## config.mk

```make
export PLATFORM = sky130hd
export DESIGN_NAME = button_gesture_decoder_unit
export DESIGN_NICKNAME = d
export VERILOG_FILES = /design/src/hw/rtl/bgd_pkg.sv /design/src/hw/rtl/button_gesture_decoder_unit.sv
export SDC_FILE = /design/constraint.sdc
export NUM_CORES = 1
export LEC_CHECK = 0
export ABC_AREA = 1
export BUFFER_PORTS_ARGS = -buffer_cell sky130_fd_sc_hd__buf_2
export CAP_MARGIN = 20
export CORE_ASPECT_RATIO = 0.75
export CORE_MARGIN = 10
export CORE_UTILIZATION = 61
export DETAILED_ROUTE_END_ITERATION = 8
export PLACE_DENSITY = 0.79
export REMOVE_ABC_BUFFERS = 1
export SLEW_MARGIN = 40
export SYNTH_ARGS = -nofsm -noshare
export SYNTH_HDL_FRONTEND = slang
export SYNTH_SLANG_ARGS = --single-unit
export TNS_END_PERCENT = 50
```

## constraint.sdc

```tcl
create_clock -name clk -period 11.4 [get_ports clk]
set_clock_uncertainty 0.05 [all_clocks]
set_input_delay 3.42 -clock clk [delete_from_list [all_inputs] [get_ports clk]]
set_output_delay 3.42 -clock clk [all_outputs]
set_load 0.1 [all_outputs]
```

## src/hw/rtl/bgd_pkg.sv

```systemverilog
// Package for the button gesture decoder: event codes, hold marks,
// register indexes and the result entry type. No dependencies.
package bgd_pkg;

	typedef enum logic [2:0] {
		EV_HOLD         = 3'd0,
		EV_HOLD_RELEASE = 3'd1,
		EV_CLICKS       = 3'd2,
		EV_SPECIAL      = 3'd3,
		EV_RESET        = 3'd4
	} ev_t;

	typedef enum logic [1:0] {
		HM_NONE  = 2'd0,
		HM_HELD  = 2'd1,
		HM_FIXED = 2'd2
	} hm_t;

	typedef enum logic [1:0] {
		REG_DEBOUNCE_LIMIT = 2'd0,
		REG_CLICK_WINDOW   = 2'd1,
		REG_RESET_CLICKS   = 2'd2,
		REG_SPECIAL_CLICKS = 2'd3
	} reg_idx_t;

	typedef struct packed {
		logic [1:0] clicks;
		ev_t        event_res;
		logic [2:0] which_button;
		logic       last;
	} res_t;

	localparam logic [7:0]  DEBOUNCE_LIMIT_RST = 8'd16;
	localparam logic [31:0] CLICK_WINDOW_RST   = 32'd8000000;
	localparam logic [7:0]  RESET_CLICKS_RST   = 8'd5;
	localparam logic [7:0]  SPECIAL_CLICKS_RST = 8'd4;
	localparam logic [7:0]  DEBOUNCE_SETTLED   = 8'd1;
	localparam logic [7:0]  CLICK_SAT          = 8'd255;

endpackage

```

## src/hw/rtl/button_gesture_decoder_unit.sv

```systemverilog
// Top level of the button gesture decoder: poll input register, per-button
// state, single-pass gesture logic and a four-entry result queue.
// Depends on bgd_pkg.
//
// Usage: each transfer on the s_axis channel is one poll of one button
// (tdata: button, pin_low, now). Each m_axis transfer is one gesture event
// (tdata: which_button, event_res, clicks; tlast marks the final event of a
// poll). A poll gives zero, one or two events. The cfg channel writes the
// four registers and is always ready; write only while the block is idle.
// A poll is held in the input register until the queue has room; its
// events are then written into the result queue, from which the first
// event is presented on m_axis. One poll is taken every cycle while the
// queue holds two entries or fewer; the queue drains one event a cycle
// while the receiver is ready, so the output port sets the sustained rate
// when polls give events. When the receiver stalls, the queue fills and
// s_axis_tready falls once fewer than two entries are free.
// Reset clears the registers to their default values, every button to
// released and settled, and empties the queue.
module button_gesture_decoder_unit #(
	parameter int BUTTONS = 6
) (
	input  logic        clk,
	input  logic        arst_n,
	input  logic        s_axis_tvalid,
	output logic        s_axis_tready,
	input  logic [39:0] s_axis_tdata,   // button[2:0], pin_low[3], now[35:4], zero fill
	output logic        m_axis_tvalid,
	input  logic        m_axis_tready,
	output logic [7:0]  m_axis_tdata,   // which_button[2:0], event_res[5:3], clicks[7:6]
	output logic        m_axis_tlast,
	input  logic        cfg_valid,
	output logic        cfg_ready,
	input  logic [1:0]  cfg_index,
	input  logic [31:0] cfg_data
);
	import bgd_pkg::*;

	localparam int IW = (BUTTONS > 1) ? $clog2(BUTTONS) : 1;

	logic [7:0]  debounce_limit_q;
	logic [31:0] click_window_q;
	logic [7:0]  reset_clicks_q;
	logic [7:0]  special_clicks_q;

	logic [7:0]  dcnt_q  [BUTTONS];
	logic        prs_q   [BUTTONS];
	logic        rel_q   [BUTTONS];
	hm_t         hm_q    [BUTTONS];
	logic [7:0]  cc_q    [BUTTONS];
	logic [31:0] stamp_q [BUTTONS];

	logic        valid_s1;
	logic [2:0]  button_s1;
	logic        pin_s1;
	logic [31:0] now_s1;

	res_t        fifo_q [4];
	logic [1:0]  wr_ptr_q;
	logic [1:0]  rd_ptr_q;
	logic [2:0]  cnt_q;

	logic        room;
	logic        adv;
	logic        pop;
	logic [4:0]  btn_ext;
	logic [IW-1:0] idx;
	logic        in_range;
	logic        wr_state;

	logic [7:0]  dcnt;
	logic        prs;
	logic        rel;
	hm_t         hm;
	logic [7:0]  cc;
	logic [31:0] stamp;
	logic [31:0] elapsed;
	logic        wp0;
	logic        wp1;
	logic        hold_ev;
	logic        close;
	logic        close_ev;
	ev_t         close_code;
	logic [1:0]  close_clicks;

	logic [7:0]  dcnt_n;
	logic        prs_n;
	logic        rel_n;
	hm_t         hm_n;
	logic [7:0]  cc_n;
	logic [31:0] stamp_n;
	logic        stamp_upd;

	res_t        res0;
	res_t        res1;
	logic [1:0]  n_res;

	assign cfg_ready     = 1'b1;
	assign room          = (cnt_q <= 3'd2);
	assign adv           = valid_s1 && room;
	assign s_axis_tready = !valid_s1 || room;
	assign m_axis_tvalid = (cnt_q != 3'd0);
	assign pop           = m_axis_tvalid && m_axis_tready;
	assign m_axis_tdata  = {fifo_q[rd_ptr_q].clicks, fifo_q[rd_ptr_q].event_res,
		fifo_q[rd_ptr_q].which_button};
	assign m_axis_tlast  = fifo_q[rd_ptr_q].last;

	assign btn_ext  = {2'b00, button_s1};
	assign idx      = btn_ext[IW-1:0];
	assign in_range = (btn_ext < 5'(BUTTONS));
	assign wr_state = adv && in_range;

	always_comb begin
		dcnt         = dcnt_q[idx];
		prs          = prs_q[idx];
		rel          = rel_q[idx];
		hm           = hm_q[idx];
		cc           = cc_q[idx];
		stamp        = stamp_q[idx];
		elapsed      = now_s1 - stamp;
		wp0          = (elapsed > click_window_q);
		dcnt_n       = dcnt;
		prs_n        = prs;
		rel_n        = rel;
		hm_n         = hm;
		cc_n         = cc;
		stamp_n      = stamp;
		stamp_upd    = 1'b0;
		hold_ev      = 1'b0;
		close_ev     = 1'b0;
		close_code   = EV_HOLD;
		close_clicks = 2'd0;

		if (pin_s1) begin
			if (prs && wp0 && (hm == HM_NONE)) begin
				hold_ev = 1'b1;
				hm_n    = HM_HELD;
			end
			if (dcnt != debounce_limit_q) begin
				dcnt_n = dcnt + 8'd1;
				if (dcnt_n == debounce_limit_q) begin
					prs_n     = 1'b1;
					stamp_n   = now_s1;
					stamp_upd = 1'b1;
					if (!wp0) begin
						if (cc != CLICK_SAT) begin
							cc_n = cc + 8'd1;
						end
					end else begin
						cc_n = 8'd1;
					end
				end
			end
		end else begin
			if (dcnt != DEBOUNCE_SETTLED) begin
				dcnt_n = dcnt - 8'd1;
				if ((dcnt_n == DEBOUNCE_SETTLED) && (prs || (hm == HM_FIXED))) begin
					rel_n = 1'b1;
				end
			end
		end

		// A fresh stamp equals now, so no time has passed since it.
		wp1   = wp0 && !stamp_upd;
		close = rel_n && wp1;

		if (close) begin
			priority if (cc_n >= reset_clicks_q) begin
				close_ev   = 1'b1;
				close_code = EV_RESET;
			end else if (hm_n != HM_NONE) begin
				close_ev   = 1'b1;
				close_code = EV_HOLD_RELEASE;
			end else if ((cc_n >= 8'd1) && (cc_n <= 8'd3)) begin
				close_ev     = 1'b1;
				close_code   = EV_CLICKS;
				close_clicks = cc_n[1:0];
			end else if (cc_n == special_clicks_q) begin
				close_ev   = 1'b1;
				close_code = EV_SPECIAL;
			end else begin
				close_ev = 1'b0;
			end
			cc_n  = 8'd0;
			prs_n = 1'b0;
			rel_n = 1'b0;
			hm_n  = HM_NONE;
		end else if (prs_n && (cc_n == 8'd1) && (hm_n == HM_HELD)) begin
			hm_n  = HM_FIXED;
			cc_n  = 8'd0;
			prs_n = 1'b0;
		end

		res1.which_button = button_s1;
		res1.event_res    = close_code;
		res1.clicks       = close_clicks;
		res1.last         = 1'b1;
		if (hold_ev) begin
			res0.which_button = button_s1;
			res0.event_res    = EV_HOLD;
			res0.clicks       = 2'd0;
			res0.last         = !close_ev;
		end else begin
			res0 = res1;
		end
		if (!in_range) begin
			n_res = 2'd0;
		end else begin
			n_res = {1'b0, hold_ev} + {1'b0, close_ev};
		end
	end

	always_ff @(posedge clk or negedge arst_n) begin
		if (!arst_n) begin
			debounce_limit_q <= DEBOUNCE_LIMIT_RST;
			click_window_q   <= CLICK_WINDOW_RST;
			reset_clicks_q   <= RESET_CLICKS_RST;
			special_clicks_q <= SPECIAL_CLICKS_RST;
		end else if (cfg_valid && cfg_ready) begin
			unique case (reg_idx_t'(cfg_index))
				REG_DEBOUNCE_LIMIT: debounce_limit_q <= cfg_data[7:0];
				REG_CLICK_WINDOW:   click_window_q   <= cfg_data;
				REG_RESET_CLICKS:   reset_clicks_q   <= cfg_data[7:0];
				REG_SPECIAL_CLICKS: special_clicks_q <= cfg_data[7:0];
			endcase
		end
	end

	always_ff @(posedge clk or negedge arst_n) begin
		if (!arst_n) begin
			for (int b = 0; b < BUTTONS; b++) begin
				dcnt_q[b]  <= DEBOUNCE_SETTLED;
				prs_q[b]   <= 1'b0;
				rel_q[b]   <= 1'b0;
				hm_q[b]    <= HM_NONE;
				cc_q[b]    <= 8'd0;
				stamp_q[b] <= 32'd0;
			end
		end else if (wr_state) begin
			dcnt_q[idx]  <= dcnt_n;
			prs_q[idx]   <= prs_n;
			rel_q[idx]   <= rel_n;
			hm_q[idx]    <= hm_n;
			cc_q[idx]    <= cc_n;
			stamp_q[idx] <= stamp_n;
		end
	end

	always_ff @(posedge clk or negedge arst_n) begin
		if (!arst_n) begin
			valid_s1 <= 1'b0;
		end else if (s_axis_tready) begin
			valid_s1 <= s_axis_tvalid;
		end
	end

	always_ff @(posedge clk) begin
		if (s_axis_tvalid && s_axis_tready) begin
			button_s1 <= s_axis_tdata[2:0];
			pin_s1    <= s_axis_tdata[3];
			now_s1    <= s_axis_tdata[35:4];
		end
	end

	always_ff @(posedge clk or negedge arst_n) begin
		if (!arst_n) begin
			wr_ptr_q <= 2'd0;
			rd_ptr_q <= 2'd0;
			cnt_q    <= 3'd0;
		end else begin
			if (adv) begin
				wr_ptr_q <= wr_ptr_q + n_res;
			end
			if (pop) begin
				rd_ptr_q <= rd_ptr_q + 2'd1;
			end
			cnt_q <= cnt_q + (adv ? {1'b0, n_res} : 3'd0) - (pop ? 3'd1 : 3'd0);
		end
	end

	always_ff @(posedge clk) begin
		if (adv && (n_res != 2'd0)) begin
			fifo_q[wr_ptr_q] <= res0;
		end
		if (adv && (n_res == 2'd2)) begin
			fifo_q[wr_ptr_q + 2'd1] <= res1;
		end
	end

endmodule

```

-- Word level (Yosys, flattened, before mapping)
Memories as Yosys holds them, arrays and structs flattened.
Index checks and enable logic that the tools add are counted.
- $add $sub $neg: 10
- magnitude comparators: 8
- equal/unequal tests: 13
- muxes and demuxes: 85
- bitwise operators: 1
- reduce and logical (&&, ||, !) cells: 29
- operator list (kind ; count):
    bitwise mux 192 bit ; 1
    2-to-1 mux 32 bit ; 6
    2-to-1 mux 8 bit ; 15
    binary-select mux 32 bit (select 3 bit) ; 1
    bitwise mux 48 bit ; 2
    demux 32 bit (select 3 bit) ; 1
    binary-select mux 8 bit (select 3 bit) ; 2
    > comparator 32 bit ; 1
    2-to-1 mux 2 bit ; 16
    subtractor 32 bit ; 1
    2-to-1 mux 1 bit ; 29
    demux 8 bit (select 3 bit) ; 1
    adder 8 x 1 -> 8 bit, second input constant ; 2
    equality test 8 x 1 -> 1 bit, second input constant ; 2
    equality test 8 bit ; 2
    logical AND 1 bit ; 15
    bitwise mux 12 bit ; 1
    bitwise mux 6 bit ; 2
    2-to-1 mux 9 bit ; 1
    equality test 2 bit, second input constant ; 4
    greater-or-equal comparator 8 x 1 -> 1 bit, second input constant ; 1
    greater-or-equal comparator 8 bit ; 1
    <= comparator 8 x 2 -> 1 bit, second input constant ; 1
    != test 8 x 1 -> 1 bit, second input constant ; 1
    other kinds (25) ; 37
- bits in registers: 412
- RAM bits: 36
- input port bits: 79
- word-level logic and storage cells: 194
- memories: 1
- memory list (memory ; depth ; width ; read ports ; clocked after Yosys merged registers in ; wr ports ; RTL line ; source):
    fifo_q ; 4 ; 9 ; 1 ; 0 ; 2 ; button_gesture_decoder_unit.sv:57 ; res_t fifo_q [4];

-- Depth between registers and ports, before layout
Gate-level depths: netlist of the first run.
- word-level depth: 22
- gate-level depth with buffers: 66
- gate-level depth less buffers: 62

-- Worst setup path before layout of the first run
Ideal clock, no wire load.
- kind: register to register
- start: reg button_s1[0]
- end: reg cnt_q[2]
- library setup time: 0.123 ns
- arrival time: 8.779 ns
- required time: 11.227 ns
- path slack: 2.448 ns
- cell stages (with the launch flop): 57
- clock period less this slack: 8.952 ns
- path through: edfxtp_1 -> inv_2 -> buf_2 -> nand2_1 -> inv_2 -> clkbuf_1 -> buf_1 -> nand2_1 -> nand3_1 -> a221oi_1 -> ha_1 -> a21oi_1 -> nand2_1 -> a21oi_1 -> o21ai_0 -> a21oi_1 -> o21ai_0 -> a21boi_0 -> [... 21 more ...] -> o21a_1 -> o21a_1 -> o21a_1 -> o21ai_0 -> nand2_1 -> nor2_1 -> nand3_1 -> nand2_1 -> inv_1 -> ha_1 -> inv_1 -> nor2_1 -> nand2_1 -> ha_1 -> inv_1 -> ha_1 -> fa_1 -> xnor2_1
- word-level cells in the longest chain between the ends: 21
- elaborated cells between the ends (all ways): 70
- those cells by class: add/sub (7); order compare (5); eq/ne (7); mux (40); bitwise (1); reduce/logical (10)
- RTL lines (what ; RTL line ; source):
    start: declaration ; button_gesture_decoder_unit.sv:53 ; logic [2:0] button_s1;
    start signal: assignment ; button_gesture_decoder_unit.sv:258 ; button_s1 <= s_axis_tdata[2:0];
    NOT 3 -> 4 bit (implied by the code) ; -- ;
    binary-select mux 32 bit (select 3 bit) / binary-select mux 8 bit (select 3 bit) (equally long branches) ; button_gesture_decoder_unit.sv:118, button_gesture_decoder_unit.sv:117 ;
    2-to-1 mux 32 bit (implied by the code) / 2-to-1 mux 8 bit (equally long branches) (2 in a row) ; button_gesture_decoder_unit.sv:118, button_gesture_decoder_unit.sv:117 ;
    subtractor 32 bit (tied with other cells) ; button_gesture_decoder_unit.sv:119 ; elapsed = now_s1 - stamp;
    > comparator 32 bit / 2-to-1 mux 8 bit (equally long branches) ; button_gesture_decoder_unit.sv:120, button_gesture_decoder_unit.sv:145 ;
    2-to-1 mux 8 bit ; button_gesture_decoder_unit.sv:144 ; if (!wp0) begin
    2-to-1 mux 8 bit ; button_gesture_decoder_unit.sv:140 ; if (dcnt_n == debounce_limit_q) begin
    2-to-1 mux 8 bit ; button_gesture_decoder_unit.sv:138 ; if (dcnt != debounce_limit_q) begin
    [... 4 more ...] ; -- ;
    2-to-1 mux 1 bit ; button_gesture_decoder_unit.sv:170 ; end else if (hm_n != HM_NONE) begin
    2-to-1 mux 1 bit ; button_gesture_decoder_unit.sv:167 ; priority if (cc_n >= reset_clicks_q) begin
    2-to-1 mux 1 bit ; button_gesture_decoder_unit.sv:166 ; if (close) begin
    adder 1 x 1 -> 2 bit ; button_gesture_decoder_unit.sv:208 ; n_res = {1'b0, hold_ev} + {1'b0, close_ev};
    2-to-1 mux 2 bit (*) ; button_gesture_decoder_unit.sv:205 ; if (!in_range) begin
    2-to-1 mux 2 bit (*) ; button_gesture_decoder_unit.sv:276 ; cnt_q <= cnt_q + (adv ? {1'b0, n_res} : 3'd0) - (pop ? 3'd1 : 3'd0);
    adder 3 x 2 -> 3 bit (*) ; button_gesture_decoder_unit.sv:276 ;
    subtractor 3 x 1 -> 3 bit (*) ; button_gesture_decoder_unit.sv:276 ;
    end signal: assignment ; button_gesture_decoder_unit.sv:276 ;
    end: declaration ; button_gesture_decoder_unit.sv:60 ; logic [2:0] cnt_q;
Every way passes the cells marked *; elsewhere a longest branch is shown, timed or not. The select of a mux whose other input is x is not followed.
A chain may end at the register's enable or synchronous reset.

-- Worst setup path after layout of the first run
- start: reg button_s1[1]
- end: reg cnt_q[2]
Same word-level chain as after synthesis.

==> key figures, run 1 <==
Status
  – Outcome: complete, no violations

Timing
  – Slew Viols, Final: 0
  – Fin crit share: 93.8%
  – Count of final setup violators: 0
  – Worst-Margin Slew: approximately 0.86 ns
  – Final Worst Setup Slack: 0.711 ns
  – Period minus WS final: 10.69 ns
  – Rel. slew slack: 42.4%
  – Final hold vios: 0
  – Achievable Freq: 93.6 MHz

Floorplan
  – Die area: 45900 µm²
  – I/O pin count: 91
  – Placeable Area: 37100 µm²
  – Die Width: 244 µm
  – Initial Utilization: ~62%
  – # rows: 61
  – Die height: 188 µm

Worst setup path
  – Critical path class: flip-flop to flip-flop
  – FF-to-FF setup slack: 0.71 ns
  – Worst-path maximum fanout: 14
  – Critical path launch point type: flip-flop
  – CP endpoint: cnt_q[2]$_DFF_PN0_
  – Crit. End Element: flip-flop
  – Slowest stage cell on the critical path: edfxtp_1
  – CP arrival: 11.09 ns
  – Worst Path Required: 11.80 ns
  – Crit-path most repeated cell: nand2_1
  – CP peak stage delay: 0.50 ns
  – Crit Reg-Reg Endpoint: cnt_q[2]$_DFF_PN0_
  – CP Launch Point: button_s1[1]$_DFFE_PP_
  – Launching point of the worst reg2reg path: button_s1[1]$_DFFE_PP_
  – Reg2Reg Depth: 54

Global routing
  – First-pass GRT wire length: 101 mm
  – Initial antenna violation count: 1
  – GR Overflow Total: 0
  – All-Layer GR Usage: 27.2%
  – Largest net degree at the start of global routing: 109
  – Vias in the first global route: 19100

Layout
  – Share of cells above drive strength 1: 10.7%
  – Antenna cell count: 0
  – FF/Latch Area: 11600 µm²
  – # fillers: 2980
  – Area growth syn-to-layout: 11.0%
  – Footprint of the multi-input gates: 10100 µm²
  – # nets final: 2989
  – Post-route cell area: 25500 µm²
  – Most common cell after layout, fill and taps aside: nand2_1
  – Most frequent cells in the layout: nand2_1 (867), o21ai_0 (392), dfrtp_1 (359)

Power and ir drop
  – Comb power frac: approximately a third
  – Clock share of power: 27.1%
  – Part of the power in registers: 38.2%
  – Int Pwr: between 3 and 4 mW
  – Worst VDD drop: roughly 0.12 mV
  – Leakage power: 12.1 nW
  – Switching power: 2.19 mW
  – PD cells: between 200 and 250 nW/µm²
  – Switching share of total power: 39.8%

Logic synthesis
  – Main combinational cell family by area after synthesis: simple AND/OR/NAND/NOR gates
  – Simple-Gate Fraction of Synth Area: 22.6%
  – Synth Area in Compound Gates: 14.6%
  – Post-synthesis mux area share: 0%
  – Synth Instances: around 2800
  – Sequential area share after synthesis: between 50% and 60%
  – Synth Area in XOR/XNOR: roughly 1.7%
  – Adder-cell area share of the yosys netlist: 4.65%
  – Leading register cell type out of synthesis: dfrtp_1
  – Post-synth ARST share: a little over four fifths
  – Post-synth EDFFs: a little under 70
  – Mapped cell area: about 23000 µm²
  – YS warnings: 0
  – Yosys cell types: between 50 and 60
  – Avg Inst Size Synth: 8.27 µm²
  – Post-synthesis register bit count: between 400 and 500

Placed design
  – GPL Wtd Cong: between 0.9 and 1
  – DP Area: 23800 µm²
  – Hpwl dp: 41.5 mm
  – Setup WS pre-CTS: 0.580 ns
  – Port bufs: 85

Min path
  – Hold_sp: dcnt_q[16]$_DFFE_PN1P_
  – Hold Path Class: flip-flop to flip-flop

Routing
  – Drt wl/cell: roughly 19 µm
  – Initial drt markers: about 2700
  – Detailed Routing Iterations Pass 1: 6
  – Detailed Route WL: 63.4 mm
  – Post-route DRC: 0
  – Vias: approximately 20000
  – Post-route ant nets: 0
  – Routed vias/inst: 5.90

Clock tree
  – Clk slew on worst S/H paths: 0.07 ns
  – Hold-fix buffers, CTS: 0
  – CTS Buf Count: 44
  – Worst-Skew Late Latency: 0.57 ns
  – Clock Sinks: 448
  – Clk buf depth: 3
  – Root buf cell: clkbuf_16
  – TritonCTS clock tree: built
  – H-tree Lvls: 2

Run
  – Max Cap Viol: 0
worst min-delay path by stage:
| stage | end | slack (ns) | cells past startpoint |
|---|---|---|---|
| after floorplan | fifo_q[1][0]$_SDFFE_PP1N_ | 0.39 | 2 |
| after global placement | dcnt_q[16]$_DFFE_PN1P_ | 0.41 | 2 |
| after detailed placement | prs_q[3]$_DFFE_PN0P_ | 0.41 | 2 |
| after CTS | dcnt_q[16]$_DFFE_PN1P_ | 0.42 | 2 |
| after global routing | dcnt_q[24]$_DFFE_PN1P_ | 0.45 | 2 |
| final | dcnt_q[16]$_DFFE_PN1P_ | 0.42 | 2 |
Yosys cell counts (27+ instances only):
| cell type | instances | area [µm²] |
|---|---|---|
| clkbuf_1 | 96 | 360 |
| ha_1 | 82 | 1030 |
| a221oi_1 | 27 | 236 |
| a21oi_1 | 89 | 445 |
| nor2_1 | 164 | 616 |
| o21ai_0 | 395 | 1980 |
| nand2_1 | 869 | 3260 |
| dfrtp_1 | 359 | 8980 |
| edfxtp_1 | 68 | 2040 |
| nand3_1 | 82 | 410 |
| nand4_1 | 68 | 425 |
| xor2_1 | 31 | 272 |
| inv_1 | 207 | 777 |
flip-flops by register name (all words and copies together) (netlist names):
name              count
button_s1             3
cc_q                 48
click_window_q       32
cnt_q                 3
dcnt_q               48
debounce_limit_q      8
fifo_q               36
hm_q                 12
now_s1               32
pin_s1                1
prs_q                 6
rd_ptr_q              2
rel_q                 6
reset_clicks_q        8
special_clicks_q      8
stamp_q             192
valid_s1              1
wr_ptr_q              2
per-stage QoR:
step	std cells	setup TNS (ns)	total power [mW]	utilization (%)	hold slack [ns]
finish	3366	0	5.50	68.7	0.424
global route	3366	-0.0185	5.80	68.7	0.452
CTS	3356	0	5.45	68.2	0.424
detailed placement	3274	0	3.95	64.2	0.412
global placement	3273	0	3.88	64.1	0.406
floorplan	2646	0	3.37	-	0.391
kinds of logic after synthesis:
kind of cell	Yosys count
simple gates	1244
compound gates	600
flops	448
buf+inv	353
fa+ha+maj	84
xor+xnor	44
other cells	1
power by group through the flow:
stage                     registers (mW)  logic (mW)  clock network (mW)
after global placement              2.10        1.78                   0
final                               2.10        1.91                1.49
after detailed placement            2.12        1.84                   0
after floorplan                     2.07        1.30                   0
after global routing                2.13        2.10                1.57
after CTS                           2.09        1.85                1.50
metal layers:
metal  global-route usage (%)  vias up  part of all wire [%]
li1                         -     9311                     -
met1                     39.1     9508                    44
met2                     41.2      927                    44
met3                     5.40      109                   9.6
met4                     7.41        2                   2.2
met5                        0        -                 0.013
area by class of cell:
type	instances	area share [%]
Sequential cell	448	45.3
Clock buffer	64	5.26
Multi-Input combinational cell	1973	39.5
Tap cell	504	2.47
Inverter	225	3.34
Timing Repair Buffer	134	3.53
Clock inverter	18	0.565
worst max-delay path, delay by kind of cell, from the launching register on:
family,cells,cell delay (ns)
AO/OA/AOI/OAI,19,3.82
AND/OR/NAND/NOR,18,2.68
adder cells (fa/ha/maj),7,2.17
buffers and inverters,8,1.06
flip-flops,1,0.50
XOR/XNOR,2,0.30
repair_timing:
action                     CTS  global route
setup endpoints to repair    0            72
resized for setup            0            14
buffers inserted             0             9
(Power assumes the default switching activity.)
==> run 2: changes to the inputs <==
--- a/config.mk
+++ b/config.mk
@@ -11,6 +11,7 @@
 export CORE_ASPECT_RATIO = 0.75
 export CORE_MARGIN = 10
 export CORE_UTILIZATION = 61
+export CTS_BUF_LIST = sky130_fd_sc_hd__clkbuf_8
 export DETAILED_ROUTE_END_ITERATION = 8
 export PLACE_DENSITY = 0.79
 export REMOVE_ABC_BUFFERS = 1
==> constraint.sdc (replaced) <==
create_clock -name clk -period 10.25 [get_ports clk]
set_clock_uncertainty 0.05 [all_clocks]
set_input_delay 3.075 -clock clk [delete_from_list [all_inputs] [get_ports clk]]
set_output_delay 3.075 -clock clk [all_outputs]
set_load 0.1 [all_outputs]
==> run 2 against run 1 <==
Design area grew 0.36%; core utilization grew 0.25 points; maximum frequency grew 13%; combinational power grew 12%; non-clock buffer count grew 25; first-iteration DRC count shrank 16%; worst setup slack gained 0.075 ns; largest cell class unchanged; largest power group unchanged.
==> key figures, run 2 (synthesis results as in run 1) <==
Status
  – Outcome: complete, no violations

Layout
  – Most flops, register: stamp_q
  – FF/Latch Area: 11600 µm² (unchanged)
  – Most frequent cells in the layout: nand2_1 (868), o21ai_0 (386), dfrtp_1 (359)
  – # fillers: 3004 (+0.81%)
  – Most common cell after layout, fill and taps aside: nand2_1
  – Share of cells above drive strength 1: 12.1% (+1.5 points)
  – Area growth syn-to-layout: 11.4%
  – # nets final: 3041 (+1.7%)
  – Max reg flops: 192 (unchanged)
  – Top flop regs: stamp_q (192), cc_q (48), dcnt_q (48)
  – Footprint of the multi-input gates: 10100 µm² (+0.15%)
  – Antenna cell count: 0 (unchanged)

Clock tree
  – Clock Sinks: 448 (unchanged)
  – TritonCTS clock tree: built
  – Worst-Skew Late Latency: 0.65 ns (+0.08 ns)
  – CTS Buf Count: 71 (+61%)
  – Root buf cell: clkbuf_8
  – Clk slew on worst S/H paths: 0.06 ns (about the same)
  – Hold-fix buffers, CTS: 0 (unchanged)
  – H-tree Lvls: 3 (+1)
  – Clk buf depth: 3 (unchanged)

Routing
  – Drt wl/cell: 18.4 µm (-2.0%)
  – Wl on met1: 27.8 mm (-0.17%)
  – Detailed Route WL: 63.3 mm (about the same)
  – Routed vias/inst: 5.84 (-0.97%)
  – Vias: 20100 (+1.1%)
  – Top layer in use: met4
  – Detailed Routing Iterations Pass 1: 6 (unchanged)
  – Detail Route met2 WL: 28.1 mm (+0.41%)
  – Initial drt markers: 2279 (-16%)
  – Post-route ant nets: 0 (unchanged)
  – Routed length on met3: 6.17 mm (+1.1%)
  – Post-route DRC: 0 (unchanged)

Placed design
  – Port bufs: 85 (unchanged)
  – Hpwl dp: 42.8 mm (+3.1%)
  – GPL Wtd Cong: 0.950 (+1.6%)
  – Setup WS pre-CTS: 0.339 ns (-0.241 ns)

Timing
  – Period minus WS final: 9.46 ns (-1.22 ns)
  – Slew Viols, Final: 0 (unchanged)
  – Fin crit share: 92.3% (-1.4 points)
  – Hold Slack: 0.427 ns (+0.00272 ns)
  – Rel. slew slack: 45.1% (+2.7 points)
  – Final hold vios: 0 (unchanged)
  – Count of final setup violators: 0 (unchanged)
  – Achievable Freq: 106 MHz (+13%)
  – Worst-Margin Slew: 0.815 ns (-0.0405 ns)
  – Final Worst Setup Slack: 0.786 ns (+0.0750 ns)

Worst setup path
  – Critical path launch point type: flip-flop
  – CP arrival: 9.98 ns (-1.11 ns)
  – Crit-path most repeated cell: nand2_1
  – Worst Path Required: 10.77 ns (-1.03 ns)
  – Crit-path leading delay family: compound AO/OA/AOI/OAI gates
  – Launching point of the worst reg2reg path: button_s1[1]$_DFFE_PP_
  – Crit. End Element: flip-flop
  – CP peak stage delay: 0.46 ns (-0.04 ns)
  – Crit Reg-Reg Endpoint: cnt_q[2]$_DFF_PN0_
  – Slowest stage cell on the critical path: edfxtp_1
  – Critical path class: flip-flop to flip-flop
  – Reg2Reg Depth: 56 (+3.7%)
  – FF-to-FF setup slack: 0.79 ns (+0.07 ns)
  – Worst-path maximum fanout: 7 (-7)
  – Worst path bufs/invs: 10 (+2)

Global routing
  – Largest net degree at the start of global routing: 117 (+7.3%)
  – Initial antenna violation count: 0 (-1)
  – First-pass GRT wire length: 103 mm (+1.4%)
  – GR Overflow Total: 0 (unchanged)
  – All-Layer GR Usage: 27.6% (+0.41 points)
  – Vias in the first global route: 19600 (+2.6%)

Floorplan
  – # rows: 61 (unchanged)
  – Initial Utilization: 61.9% (unchanged)
  – I/O pin count: 91 (unchanged)
  – Die height: 188 µm (unchanged)
  – Die Width: 244 µm (unchanged)
  – Placeable Area: 37100 µm² (unchanged)
  – Die area: 45900 µm² (unchanged)

Run
  – Max Cap Viol: 0 (unchanged)

Power and ir drop
  – Worst VDD drop: 0.151 mV (+23%)
  – PD cells: 232 nW/µm² (+7.7%)
  – Leakage power: 12.3 nW (+1.7%)

Min path
  – Hold_sp: dcnt_q[24]$_DFFE_PN1P_
  – Hold depth: 2 (unchanged)
  – Hold Path Class: flip-flop to flip-flop
  – Endpoint, Worst Hold: dcnt_q[24]$_DFFE_PN1P_
## run 2: cell types whose count changed in the layout (fill, tap and decap cells not counted), sizes merged
cell	before	now
clkinv	15	16
clkbuf	64	85
buf	134	159
clkinvlp	6	4
inv	221	246
bufinv	1	0
## run 2: worst reg2reg max path, delay by kind of cell, from the launching register on
family	cells	cell delay, ns
fa+ha+maj	7	2.11
compound gates	17	2.99
flops	1	0.46
xor+xnor	2	0.33
buf+inv	10	1.18
simple gates	20	2.29
## run 2: worst max path at each step
stage,from,endpoint,slack (ns),depth (start not counted)
floorplan,button_s1[0]$_DFFE_PP_,cnt_q[2]$_DFF_PN0_,-0.13,55
global placement,button_s1[1]$_DFFE_PP_,cnt_q[2]$_DFF_PN0_,0.45,58
detailed placement,button_s1[1]$_DFFE_PP_,cnt_q[2]$_DFF_PN0_,0.34,55
CTS,button_s1[1]$_DFFE_PP_,cnt_q[2]$_DFF_PN0_,0.25,58
global route,button_s1[1]$_DFFE_PP_,cnt_q[2]$_DFF_PN0_,-0.007,55
finish,button_s1[1]$_DFFE_PP_,cnt_q[2]$_DFF_PN0_,0.79,56
## run 2: power by group
part | leakage, nW | total, mW | switching (mW) | internal (mW)
sequential | 5.71 | 2.33 | 0.197 | 2.14
clock | 0.790 | 1.48 | 0.723 | 0.753
combinational | 5.76 | 2.13 | 1.51 | 0.623
total | 12.3 | 5.94 | 2.43 | 3.51
## run 2: repair_timing
| action | in CTS | in global routing |
|---|---|---|
| resized for setup | 0 | 26 |
| endpoints found under the setup margin | 0 | 73 |
| setup buffers | 0 | 7 |
## run 2: routing by layer
layer  global-route usage, %  up-vias
met5                       0        -
met4                    7.39        0
met3                    5.99      112
met2                    42.2      950
met1                    39.1     9597
li1                        -     9409
## run 2: stage by stage
| stage | utilization (%) | instances | cell area (µm²) | TNS, ns | power (mW) |
|---|---|---|---|---|---|
| after floorplan | - | 2646 | 22400 | -0.185 | 3.75 |
| after global placement | 64.6 | 3298 | 24000 | 0 | 4.33 |
| after detailed placement | 64.8 | 3300 | 24000 | 0 | 4.41 |
| after CTS | 68.4 | 3426 | 25400 | 0 | 5.89 |
| after global routing | 68.9 | 3435 | 25600 | -0.00655 | 6.30 |
| final | 68.9 | 3435 | 25600 | 0 | 5.94 |
## run 2: cell type report
class | count | share of cell area [%]
Clock inverter | 41 | 0.724
Timing Repair Buffer | 159 | 4.31
Inverter | 225 | 3.35
Clock buffer | 85 | 4.57
Multi-Input combinational cell | 1973 | 39.4
Sequential cell | 448 | 45.2
Tap cell | 504 | 2.47
